<file path="src/hdl/timer_schedule_string_parser_unit_assert.svh">
// ----------------------------------------------------------------------------
// Timer schedule string parser assertion macros
// Concurrent assertion wrappers; they compile to nothing when SYNTH is set.
// ----------------------------------------------------------------------------
`ifndef TIMER_SCHEDULE_STRING_PARSER_UNIT_ASSERT_SVH
`define TIMER_SCHEDULE_STRING_PARSER_UNIT_ASSERT_SVH
`ifndef SYNTH
`define TSSP_ASSERT_SAME(label, clk, rst_n, ante, cons) \
    label: assert property (@(posedge clk) disable iff (!rst_n) (ante) |-> (cons)) \
        else $error("assertion failed in the timer string parser");
`define TSSP_ASSERT_NEXT(label, clk, rst_n, ante, cons) \
    label: assert property (@(posedge clk) disable iff (!rst_n) (ante) |=> (cons)) \
        else $error("assertion failed in the timer string parser");
`else
`define TSSP_ASSERT_SAME(label, clk, rst_n, ante, cons)
`define TSSP_ASSERT_NEXT(label, clk, rst_n, ante, cons)
`endif
`endif

</file>
<file path="src/hdl/tssp_pkg.sv">
// ----------------------------------------------------------------------------
// Timer schedule string parser package
// Widths, character codes and digit weights shared by the parser.
// ----------------------------------------------------------------------------
package tssp_pkg;

    localparam int CH_W     = 8;
    localparam int USER_W   = 4;
    localparam int MIN_W    = 13;
    localparam int OUT_W    = 32;
    localparam int DAY_W    = 3;

    localparam logic [CH_W-1:0] CH_MINUS = 8'h2D;
    localparam logic [CH_W-1:0] CH_PLUS  = 8'h2B;
    localparam logic [CH_W-1:0] CH_ZERO  = 8'h30;
    localparam logic [CH_W-1:0] CH_NINE  = 8'h39;

    localparam logic [DAY_W-1:0] DAYS_PER_WEEK = 3'd7;
    localparam logic [DAY_W-1:0] LAST_WEEKDAY  = 3'd6;

    localparam logic [MIN_W-1:0] WEIGHT_TEN_HOURS   = 13'd600;
    localparam logic [MIN_W-1:0] WEIGHT_HOUR        = 13'd60;
    localparam logic [MIN_W-1:0] WEIGHT_TEN_MINUTES = 13'd10;

    typedef struct packed {
        logic             en;
        logic [MIN_W-1:0] minutes;
    } t_time;

    localparam t_time TIME_OFF = '{en: 1'b0, minutes: '0};

endpackage

</file>
<file path="src/hdl/timer_schedule_string_parser_unit.sv">
// ----------------------------------------------------------------------------
// Timer schedule string parser
// Parses a daily or weekly shutter timer string and reports one day's times.
// ----------------------------------------------------------------------------
// The block takes one character per cycle and reports, after the character
// flagged by tlast, the up and down minutes with enable flags for the
// selected day (entry 0 for a daily string, the Monday-based weekday for a
// weekly one). Each character passes an input register and one stage of
// parse logic, whose digit weighting by 600, 60 and 10 sets the path length;
// the result is written to the output register when the parse logic takes
// in its last character. A new character is accepted every cycle unless a
// finished result waits in the output register while a further last
// character is pending. Parse state returns to reset after every string.

module timer_schedule_string_parser_unit (
    input  logic                          i_clk,
    input  logic                          i_rst_n,
    input  logic                          s_axis_tvalid,
    output logic                          s_axis_tready,
    // ch [7:0]
    input  logic [tssp_pkg::CH_W-1:0]     s_axis_tdata,
    // is_weekly [0], week_day [3:1]
    input  logic [tssp_pkg::USER_W-1:0]   s_axis_tuser,
    // last_char
    input  logic                          s_axis_tlast,
    output logic                          m_axis_tvalid,
    input  logic                          m_axis_tready,
    // up_minutes [12:0], up_enabled [13], down_minutes [26:14],
    // down_enabled [27], zero [31:28]
    output logic [tssp_pkg::OUT_W-1:0]    m_axis_tdata
);

    import tssp_pkg::*;

    `include "timer_schedule_string_parser_unit_assert.svh"

    logic               r_in_valid;
    logic [CH_W-1:0]    r_in_ch;
    logic               r_in_weekly;
    logic [DAY_W-1:0]   r_in_wday;
    logic               r_in_last;

    logic               r_phase;
    logic               n_phase;
    logic [1:0]         r_digit_pos;
    logic [1:0]         n_digit_pos;
    logic [MIN_W-1:0]   r_partial;
    logic [MIN_W-1:0]   n_partial;
    t_time              r_held_up;
    t_time              n_held_up;
    t_time              r_held_down;
    t_time              n_held_down;
    logic [DAY_W-1:0]   r_day_count;
    logic [DAY_W-1:0]   n_day_count;
    logic               r_day_captured;
    logic               n_day_captured;
    t_time              r_cap_up;
    t_time              n_cap_up;
    t_time              r_cap_down;
    t_time              n_cap_down;

    logic               r_out_valid;
    logic               n_out_valid;
    t_time              r_out_up;
    t_time              n_out_up;
    t_time              r_out_down;
    t_time              n_out_down;

    logic               in_adv;
    logic [DAY_W-1:0]   target;
    logic [3:0]         digit;
    logic [MIN_W-1:0]   digit_term;
    logic               field_done;
    logic               entry_done;
    t_time              field_val;

    assign in_adv        = r_in_valid && (!r_in_last || !r_out_valid || m_axis_tready);
    assign s_axis_tready = !r_in_valid || in_adv;

    always_comb begin
        if (!r_in_weekly) begin
            target = '0;
        end else if (r_in_wday == '0) begin
            target = LAST_WEEKDAY;
        end else begin
            target = r_in_wday - 3'd1;
        end
        if (r_in_ch >= CH_ZERO && r_in_ch <= CH_NINE) begin
            digit = 4'(r_in_ch - CH_ZERO);
        end else begin
            digit = '0;
        end
        case (r_digit_pos)
            2'd0:    digit_term = MIN_W'(digit) * WEIGHT_TEN_HOURS;
            2'd1:    digit_term = MIN_W'(digit) * WEIGHT_HOUR;
            2'd2:    digit_term = MIN_W'(digit) * WEIGHT_TEN_MINUTES;
            default: digit_term = MIN_W'(digit);
        endcase
    end

    always_comb begin
        n_phase        = r_phase;
        n_digit_pos    = r_digit_pos;
        n_partial      = r_partial;
        n_held_up      = r_held_up;
        n_held_down    = r_held_down;
        n_day_count    = r_day_count;
        n_day_captured = r_day_captured;
        n_cap_up       = r_cap_up;
        n_cap_down     = r_cap_down;
        n_out_up       = r_out_up;
        n_out_down     = r_out_down;
        n_out_valid    = r_out_valid && !m_axis_tready;
        field_done     = 1'b0;
        entry_done     = 1'b0;
        field_val      = TIME_OFF;

        if (in_adv && !r_day_captured && r_day_count < DAYS_PER_WEEK) begin
            if (!r_phase && r_digit_pos == '0 && r_day_count != '0
                    && r_in_ch == CH_PLUS) begin
                entry_done = 1'b1;
            end else if (r_digit_pos == '0 && r_in_ch == CH_MINUS) begin
                field_done = 1'b1;
            end else if (r_digit_pos == 2'd3) begin
                field_done = 1'b1;
                field_val  = '{en: 1'b1, minutes: r_partial + digit_term};
            end else begin
                n_digit_pos = r_digit_pos + 2'd1;
                n_partial   = (r_digit_pos == '0) ? digit_term : r_partial + digit_term;
            end
        end

        if (field_done) begin
            if (!r_phase) begin
                n_held_up = field_val;
                n_phase   = 1'b1;
            end else begin
                n_held_down = field_val;
                n_phase     = 1'b0;
                entry_done  = 1'b1;
            end
            n_digit_pos = '0;
            n_partial   = '0;
        end

        if (entry_done) begin
            if (r_day_count == target) begin
                n_day_captured = 1'b1;
                n_cap_up       = n_held_up;
                n_cap_down     = n_held_down;
            end
            if (r_day_count < DAYS_PER_WEEK) begin
                n_day_count = r_day_count + 3'd1;
            end
        end

        if (in_adv && r_in_last) begin
            n_out_valid    = 1'b1;
            n_out_up       = n_day_captured ? n_cap_up : TIME_OFF;
            n_out_down     = n_day_captured ? n_cap_down : TIME_OFF;
            n_phase        = 1'b0;
            n_digit_pos    = '0;
            n_partial      = '0;
            n_held_up      = TIME_OFF;
            n_held_down    = TIME_OFF;
            n_day_count    = '0;
            n_day_captured = 1'b0;
            n_cap_up       = TIME_OFF;
            n_cap_down     = TIME_OFF;
        end
    end

    always_ff @(posedge i_clk) begin
        if (!i_rst_n) begin
            r_in_valid     <= 1'b0;
            r_out_valid    <= 1'b0;
            r_phase        <= 1'b0;
            r_digit_pos    <= '0;
            r_partial      <= '0;
            r_held_up      <= TIME_OFF;
            r_held_down    <= TIME_OFF;
            r_day_count    <= '0;
            r_day_captured <= 1'b0;
            r_cap_up       <= TIME_OFF;
            r_cap_down     <= TIME_OFF;
        end else begin
            if (s_axis_tready) begin
                r_in_valid <= s_axis_tvalid;
            end
            r_out_valid    <= n_out_valid;
            r_phase        <= n_phase;
            r_digit_pos    <= n_digit_pos;
            r_partial      <= n_partial;
            r_held_up      <= n_held_up;
            r_held_down    <= n_held_down;
            r_day_count    <= n_day_count;
            r_day_captured <= n_day_captured;
            r_cap_up       <= n_cap_up;
            r_cap_down     <= n_cap_down;
        end
    end

    always_ff @(posedge i_clk) begin
        if (s_axis_tready && s_axis_tvalid) begin
            r_in_ch     <= s_axis_tdata;
            r_in_weekly <= s_axis_tuser[0];
            r_in_wday   <= s_axis_tuser[3:1];
            r_in_last   <= s_axis_tlast;
        end
        r_out_up   <= n_out_up;
        r_out_down <= n_out_down;
    end

    assign m_axis_tvalid = r_out_valid;
    assign m_axis_tdata  = {4'b0, r_out_down.en, r_out_down.minutes,
                            r_out_up.en, r_out_up.minutes};

    `TSSP_ASSERT_SAME(a_capture_counts_day, i_clk, i_rst_n, r_day_captured, r_day_count != '0)
    `TSSP_ASSERT_SAME(a_no_digits_after_capture, i_clk, i_rst_n, r_digit_pos != '0, !r_day_captured)
    `TSSP_ASSERT_NEXT(a_clear_after_last, i_clk, i_rst_n, in_adv && r_in_last,
        r_day_count == '0 && !r_day_captured && r_digit_pos == '0 && r_out_valid)

endmodule
</file>
<file path="config.mk">
export PLATFORM = sky130hd
export DESIGN_NAME = timer_schedule_string_parser_unit
export DESIGN_NICKNAME = d
export VERILOG_FILES = /design/src/hdl/tssp_pkg.sv /design/src/hdl/timer_schedule_string_parser_unit.sv
export VERILOG_INCLUDE_DIRS = /design/src /design/src/hdl
export SDC_FILE = /design/constraint.sdc
export NUM_CORES = 1
export LEC_CHECK = 0
export ABC_AREA = 1
export BUFFER_PORTS_ARGS = -buffer_cell sky130_fd_sc_hd__buf_2
export CAP_MARGIN = 0
export CORE_MARGIN = 2
export CORE_UTILIZATION = 30
export DETAILED_ROUTE_END_ITERATION = 12
export GPL_ROUTABILITY_DRIVEN = 1
export SYNTH_ARGS = -nofsm -noshare
export SYNTH_HDL_FRONTEND = slang
export SYNTH_SLANG_ARGS = --single-unit
</file>
<file path="constraint.sdc">
create_clock -name i_clk -period 11.3 [get_ports i_clk]
set_clock_uncertainty 0.05 [all_clocks]
set_input_delay 1.13 -clock i_clk [delete_from_list [all_inputs] [get_ports i_clk]]
set_output_delay 1.13 -clock i_clk [all_outputs]
set_load 0.005 [all_outputs]
</file>
### Word level (Yosys, flattened, before mapping)

Index checks and enable logic that the tools add are counted.

* logic and storage cells: 100
* register bits after elaboration: 119

* $mul: 3
* multiplexer cells: 29
* add/subtract/negate cells: 5
* reduce and logical (&&, ||, !) cells: 27
* magnitude comparators: 3
* bitwise gates (word level): 4
* equality and inequality tests: 6

Operator list (count)
* $mux W14: 12
* $pmux W13 S3: 1
* $eq A8 B6 Y1 const B: 2
* $add A13 B13 Y13: 1
* $mux W13: 1
* $mux W1: 12
* $logic_and A1 B1 Y1: 11
* $mul A4 B7 Y10 const B: 1
* $ge A8 B6 Y1 const B: 1
* $le A8 B6 Y1 const B: 1
* $mul A4 B4 Y8 const B: 1
* $mul A4 B3 Y7 const B: 1
* $logic_not A1 Y1: 6
* $mux W3: 2
* $eq A2 B2 Y1 const B: 2
* $mux W4: 1
* $not A1 Y1: 4
* $reduce_and A4 Y1: 1
* $sub A4 B1 Y4 const B: 1
* $add A3 B1 Y3 const B: 1
* $eq A3 B3 Y1: 1
* $logic_not A3 Y1: 1
* $logic_or A1 B1 Y1: 3
* $lt A3 B3 Y1 const B: 1
* 8 further kinds: 8

### Longest topological paths before layout

* depth in word-level cells: 14
* depth in mapped cells: 33
* mapped depth without buffers: 33

### Worst setup path before layout

Ideal clock, no wire load.

* kind: flip-flop to flip-flop
* from: reg r_in_ch[1]
* to: reg r_out_down, in the netlist m_axis_tdata[26] (data pin)
* setup slack: 6582 ps
* arrival time: 4416 ps
* path buffers: 0
* period minus slack after synthesis: 4718 ps
* required time: 10998 ps
* cell stages (with the launch flop): 26
* path through: edfxtp_1 -> o21ai_0 -> nand2_1 -> nor2_1 -> inv_1 -> ha_1 -> fa_1 -> inv_1 -> ha_1 -> nand3_1 -> nand2_1 -> a21oi_1 -> o21ai_0 -> xor2_1 -> or2_2 -> inv_1 -> ha_1 -> a21o_1 -> a31oi_1 -> nand3_1 -> inv_1 -> nand3_1 -> nand3_1 -> nand3_1 -> nand2_1 -> nor2_1

* cells in the longest elaborated chain, start to end: 14
* elaborated cells on any way between the ends: 30

RTL lines
* start: declaration: RTL line timer_schedule_string_parser_unit.sv:38 `logic [CH_W-1:0] r_in_ch;`
* start signal: assignment: RTL line timer_schedule_string_parser_unit.sv:205 `r_in_ch <= s_axis_tdata;`
* $ge A8 B6 Y1 / $le A8 B6 Y1 (equally long branches): RTL line timer_schedule_string_parser_unit.sv:88 `if (r_in_ch >= CH_ZERO && r_in_ch <= CH_NINE) begin`
* $logic_and A1 B1 Y1: RTL line timer_schedule_string_parser_unit.sv:88
* $mux W4: RTL line timer_schedule_string_parser_unit.sv:88
* $mul A4 B7 Y10 (tied with other cells): RTL line timer_schedule_string_parser_unit.sv:94 `2'd0: digit_term = MIN_W'(digit) * WEIGHT_TEN_HOURS;`
* $pmux W13 S3: RTL line timer_schedule_string_parser_unit.sv:93 `case (r_digit_pos)`
* $add A13 B13 Y13: RTL line timer_schedule_string_parser_unit.sv:126 `field_val = '{en: 1'b1, minutes: r_partial + digit_term};`
* $mux W14: RTL line timer_schedule_string_parser_unit.sv:124 `end else if (r_digit_pos == 2'd3) begin`
* $mux W14: RTL line timer_schedule_string_parser_unit.sv:122 `end else if (r_digit_pos == '0 && r_in_ch == CH_MINUS) begin`
* $mux W14: RTL line timer_schedule_string_parser_unit.sv:119 `if (!r_phase && r_digit_pos == '0 && r_day_count != '0`
* $mux W14: RTL line timer_schedule_string_parser_unit.sv:118 `if (in_adv && !r_day_captured && r_day_count < DAYS_PER_WEEK) begin`
* $mux W14: RTL line timer_schedule_string_parser_unit.sv:134 `if (!r_phase) begin`
* $mux W14: RTL line timer_schedule_string_parser_unit.sv:133 `if (field_done) begin`
* $mux W14: RTL line timer_schedule_string_parser_unit.sv:147 `if (r_day_count == target) begin`
* $mux W14: RTL line timer_schedule_string_parser_unit.sv:146 `if (entry_done) begin`
* end signal: assignment: RTL line timer_schedule_string_parser_unit.sv:211 `r_out_down <= n_out_down;`
* end: declaration: RTL line timer_schedule_string_parser_unit.sv:66 `t_time r_out_down;`

Several ways; a longest one is shown, not always the timed one.
A chain may end at the register's enable or synchronous reset.

### Worst setup path after layout

* from: reg r_in_ch[1]
* to: reg r_out_up, in the netlist m_axis_tdata[10] (data pin)

* cells in the longest elaborated chain, start to end: 14
* elaborated cells on any way between the ends: 30

RTL lines
* $ge A8 B6 Y1 / $le A8 B6 Y1 (equally long branches): RTL line timer_schedule_string_parser_unit.sv:88
* $logic_and A1 B1 Y1: RTL line timer_schedule_string_parser_unit.sv:88
* $mux W4: RTL line timer_schedule_string_parser_unit.sv:88
* $mul A4 B7 Y10 (tied with other cells): RTL line timer_schedule_string_parser_unit.sv:94
* $pmux W13 S3: RTL line timer_schedule_string_parser_unit.sv:93
* $add A13 B13 Y13: RTL line timer_schedule_string_parser_unit.sv:126
* $mux W14: RTL line timer_schedule_string_parser_unit.sv:124
* $mux W14: RTL line timer_schedule_string_parser_unit.sv:122
* $mux W14: RTL line timer_schedule_string_parser_unit.sv:119
* $mux W14: RTL line timer_schedule_string_parser_unit.sv:118
* $mux W14: RTL line timer_schedule_string_parser_unit.sv:134
* $mux W14: RTL line timer_schedule_string_parser_unit.sv:133
* $mux W14: RTL line timer_schedule_string_parser_unit.sv:147
* $mux W14: RTL line timer_schedule_string_parser_unit.sv:146
* end signal: assignment: RTL line timer_schedule_string_parser_unit.sv:210 `r_out_up <= n_out_up;`
* end: declaration: RTL line timer_schedule_string_parser_unit.sv:64 `t_time r_out_up;`

Several ways; a longest one is shown, not always the timed one.

==> impl_metrics.ini <==
[run_status]
status = finished clean

[floorplan]
coreArea_sq_mm = 0.0209
dieArea_sq_mm = 0.0223
start_util = 0.303
ios = 51
die_h_microns = 149
die_w_microns = 149
rows = 53

[power_and_ir_drop]
irDropWorstVdd_mv = 0.103
power_density_mw_per_mm2 = 140
finalPower_uw = 1040
p_leak_uw = 0.00328

[timing]
period_share = 0.480
clock.fmax_mhz = 184
setup_slack_ns = 5.88
drv_slew = 0
tightest_slew_ns = 0.884
final.min_clock_period_ns = 5.42
slew-limit-headroom = 0.408
rsz0062_at_grt = no
setup_viol = 0
tns_ns = 0
hold_viol = 0

[worst_setup_path]
cp_slowest_cell = nor2_1
critPathRequiredTime_ns = 11.39
critPathMaxFanout = 10
crit_top_cell = nand2_1
slowest_delay_ns = 0.68
crit_type = reg2reg
startpoint_type = flop
end_kind = flop
ff2ff_setup_slack_ns = 5.88
cp.arrival_ns = 5.51

[global_routing]
grt_pass1_wl_microns = 23400
track_usage = 0.131
gr-total-overflow = 0
antenna_found_initial = 0
grt_pass1_vias = 4949
grt_max_degree = 62

[yosys]
avgSynthCellArea_sq_um = 8.08
yosysTopAreaCellShare = 0.247
synth_top_family_by_area = simple AND/OR/NAND/NOR gates
synth_warnings = 0
ys.flop_type = dfxtp_1
syn_area_sq_mm = 0.00633
syn_inst = 784
synth_seq_cells = 119
async_flop_share = 0
synthSimpleGateAreaFrac = 0.226
synth_edf_count = 41
seq_area_frac_synth = 0.441
synthXorXnorAreaFrac = 0.0152
muxShareOfSynthArea = 0
ys_types = 43
synth_compound_area_frac = 0.118
synth_area_leaders = dfxtp_1 25%, edfxtp_1 19%, nand2_1 9.5%
synthAdderAreaFrac = 0.114
yosys.area.top_type = dfxtp_1

[place]
dp_hpwl_microns = 9820
dp.cells = 1085
dpl_cell_area_sq_mm = 0.00680
io_buffers = 46
dpl_worst_slack_ns = 5.88
gp_congestion = 0.861

[route]
drtPass1Iterations = 5
drt_wl_total_microns = 13700
vias_per_cell = 4.57
drc = 0
via_count = 5107
drtIter0Drc = 355
postRouteAntennaNets = 0
wl_per_cell_microns = 12.2

[clocking]
cts_hold_buf = 0
clk_path_buf_depth = 2
ctsRootBufferMaster = clkbuf_16
insertion_delay_ns = 0.42
clock-sinks = 119
post_cts_buffers = 0
htree_levels = 4
cts_resized = 0
cts-buffers-inserted = 17
clkTransAtPathRegs_ns = 0.06
cts_tree = done

[cells_and_area]
nFillCells = 2197
design_area_sq_mm = 0.00739
layout_commonest_cell = nand2_1
area_growth_pct = 16.7
antenna_cells = 0
final_cell_mix = 160 x nand2_1, 98 x nor2_1, 96 x inv_1
fin_cells = 1117
nets = 899
drive_gt1_frac = 0.127

[min_path]
hold_class = reg2reg

[run]
drv_cap = 0
## routing by layer
| layer | share of wire | global-route usage | vias to the layer above |
|---|---|---|---|
| li1 | - | - | 2649 |
| met1 | 0.48 | 0.172 | 2337 |
| met2 | 0.45 | 0.212 | 100 |
| met3 | 0.047 | 0.0278 | 21 |
| met4 | 0.016 | 0.0471 | 0 |
| met5 | 0 | 0 | - |
## path summary, 6_finish.rpt
path | depth (start not counted) | end | from
setup reg to reg | 28 | m_axis_tdata[10]$_SDFFCE_PN0P_ | r_in_ch[1]$_DFFE_PP_
hold reg to reg | 2 | r_held_up[13]$_SDFF_PP0_ | r_held_up[13]$_SDFF_PP0_
setup / recovery | 28 | m_axis_tdata[10]$_SDFFCE_PN0P_ | r_in_ch[1]$_DFFE_PP_
hold / removal | 2 | r_held_up[13]$_SDFF_PP0_ | r_held_up[13]$_SDFF_PP0_
## final cells by class
type,instances,area [sq um],share of cell area
multi-input combinational,540,3020,0.408
clock inverter,9,58.8,0.00796
tap,275,344,0.0466
inverter,101,384,0.0520
sequential,119,2790,0.378
clock buffer,23,532,0.0719
timing repair buffer,50,260,0.0352
## registers in the layout, indices dropped and copies added (netlist names), 2 cells and up
name and cells:
r_digit_pos 2, r_cap_up 14, r_in_ch 8, m_axis_tdata 28, r_partial 13, r_in_wday 3, r_held_down 14, r_held_up 14
r_day_count 3, r_cap_down 14
## Yosys cell counts (3+ instances only)
library cell	count
nand2_1	161
nor2_1	98
inv_1	96
dfxtp_1	78
o21ai_0	51
a21oi_1	49
ha_1	45
nand3_1	42
edfxtp_1	41
buf_2	10
clkbuf_1	10
o211ai_1	9
a31oi_1	8
fa_1	8
nor2_2	8
xor2_1	8
nand4_1	7
nor3_1	5
buf_4	4
o21ai_1	4
or2_2	4
a21boi_1	3
buf_6	3
inv_2	3
nand2_4	3
xnor2_1	3
## per-stage QoR
stage	util	hold slack, ns
global route	0.354	0.428
CTS	0.354	0.422
floorplan	-	0.395
global placement	0.326	0.405
detailed placement	0.326	0.414
finish	0.354	0.418
## worst max-delay path: cells and delay by family, from the launching register on
kind | cells | cell delay (ns)
and+or+nand+nor | 15 | 1.91
DFF | 1 | 0.43
buffers and inverters | 3 | 0.29
adders and majority gates | 4 | 1.53
AOI/OAI and AO/OA | 6 | 0.94
## where the power goes
part | switching, uW | total (uW) | internal [uW]
registers | 4.69 | 455 | 451
logic | 42.8 | 61.8 | 19.0
clock network | 191 | 521 | 330
total | 238 | 1040 | 800
## logic make-up (layout without fill, tap and decap cells)
family | Yosys count | in the layout
AO/OA/AOI/OAI | 135 | 135
XOR/XNOR | 11 | 11
adder cells (fa/ha/maj) | 53 | 53
buffers and inverters | 128 | 183
flip-flops | 119 | 119
other | 1 | 4
AND/OR/NAND/NOR | 337 | 337
Power figures use the tool's default switching activity.
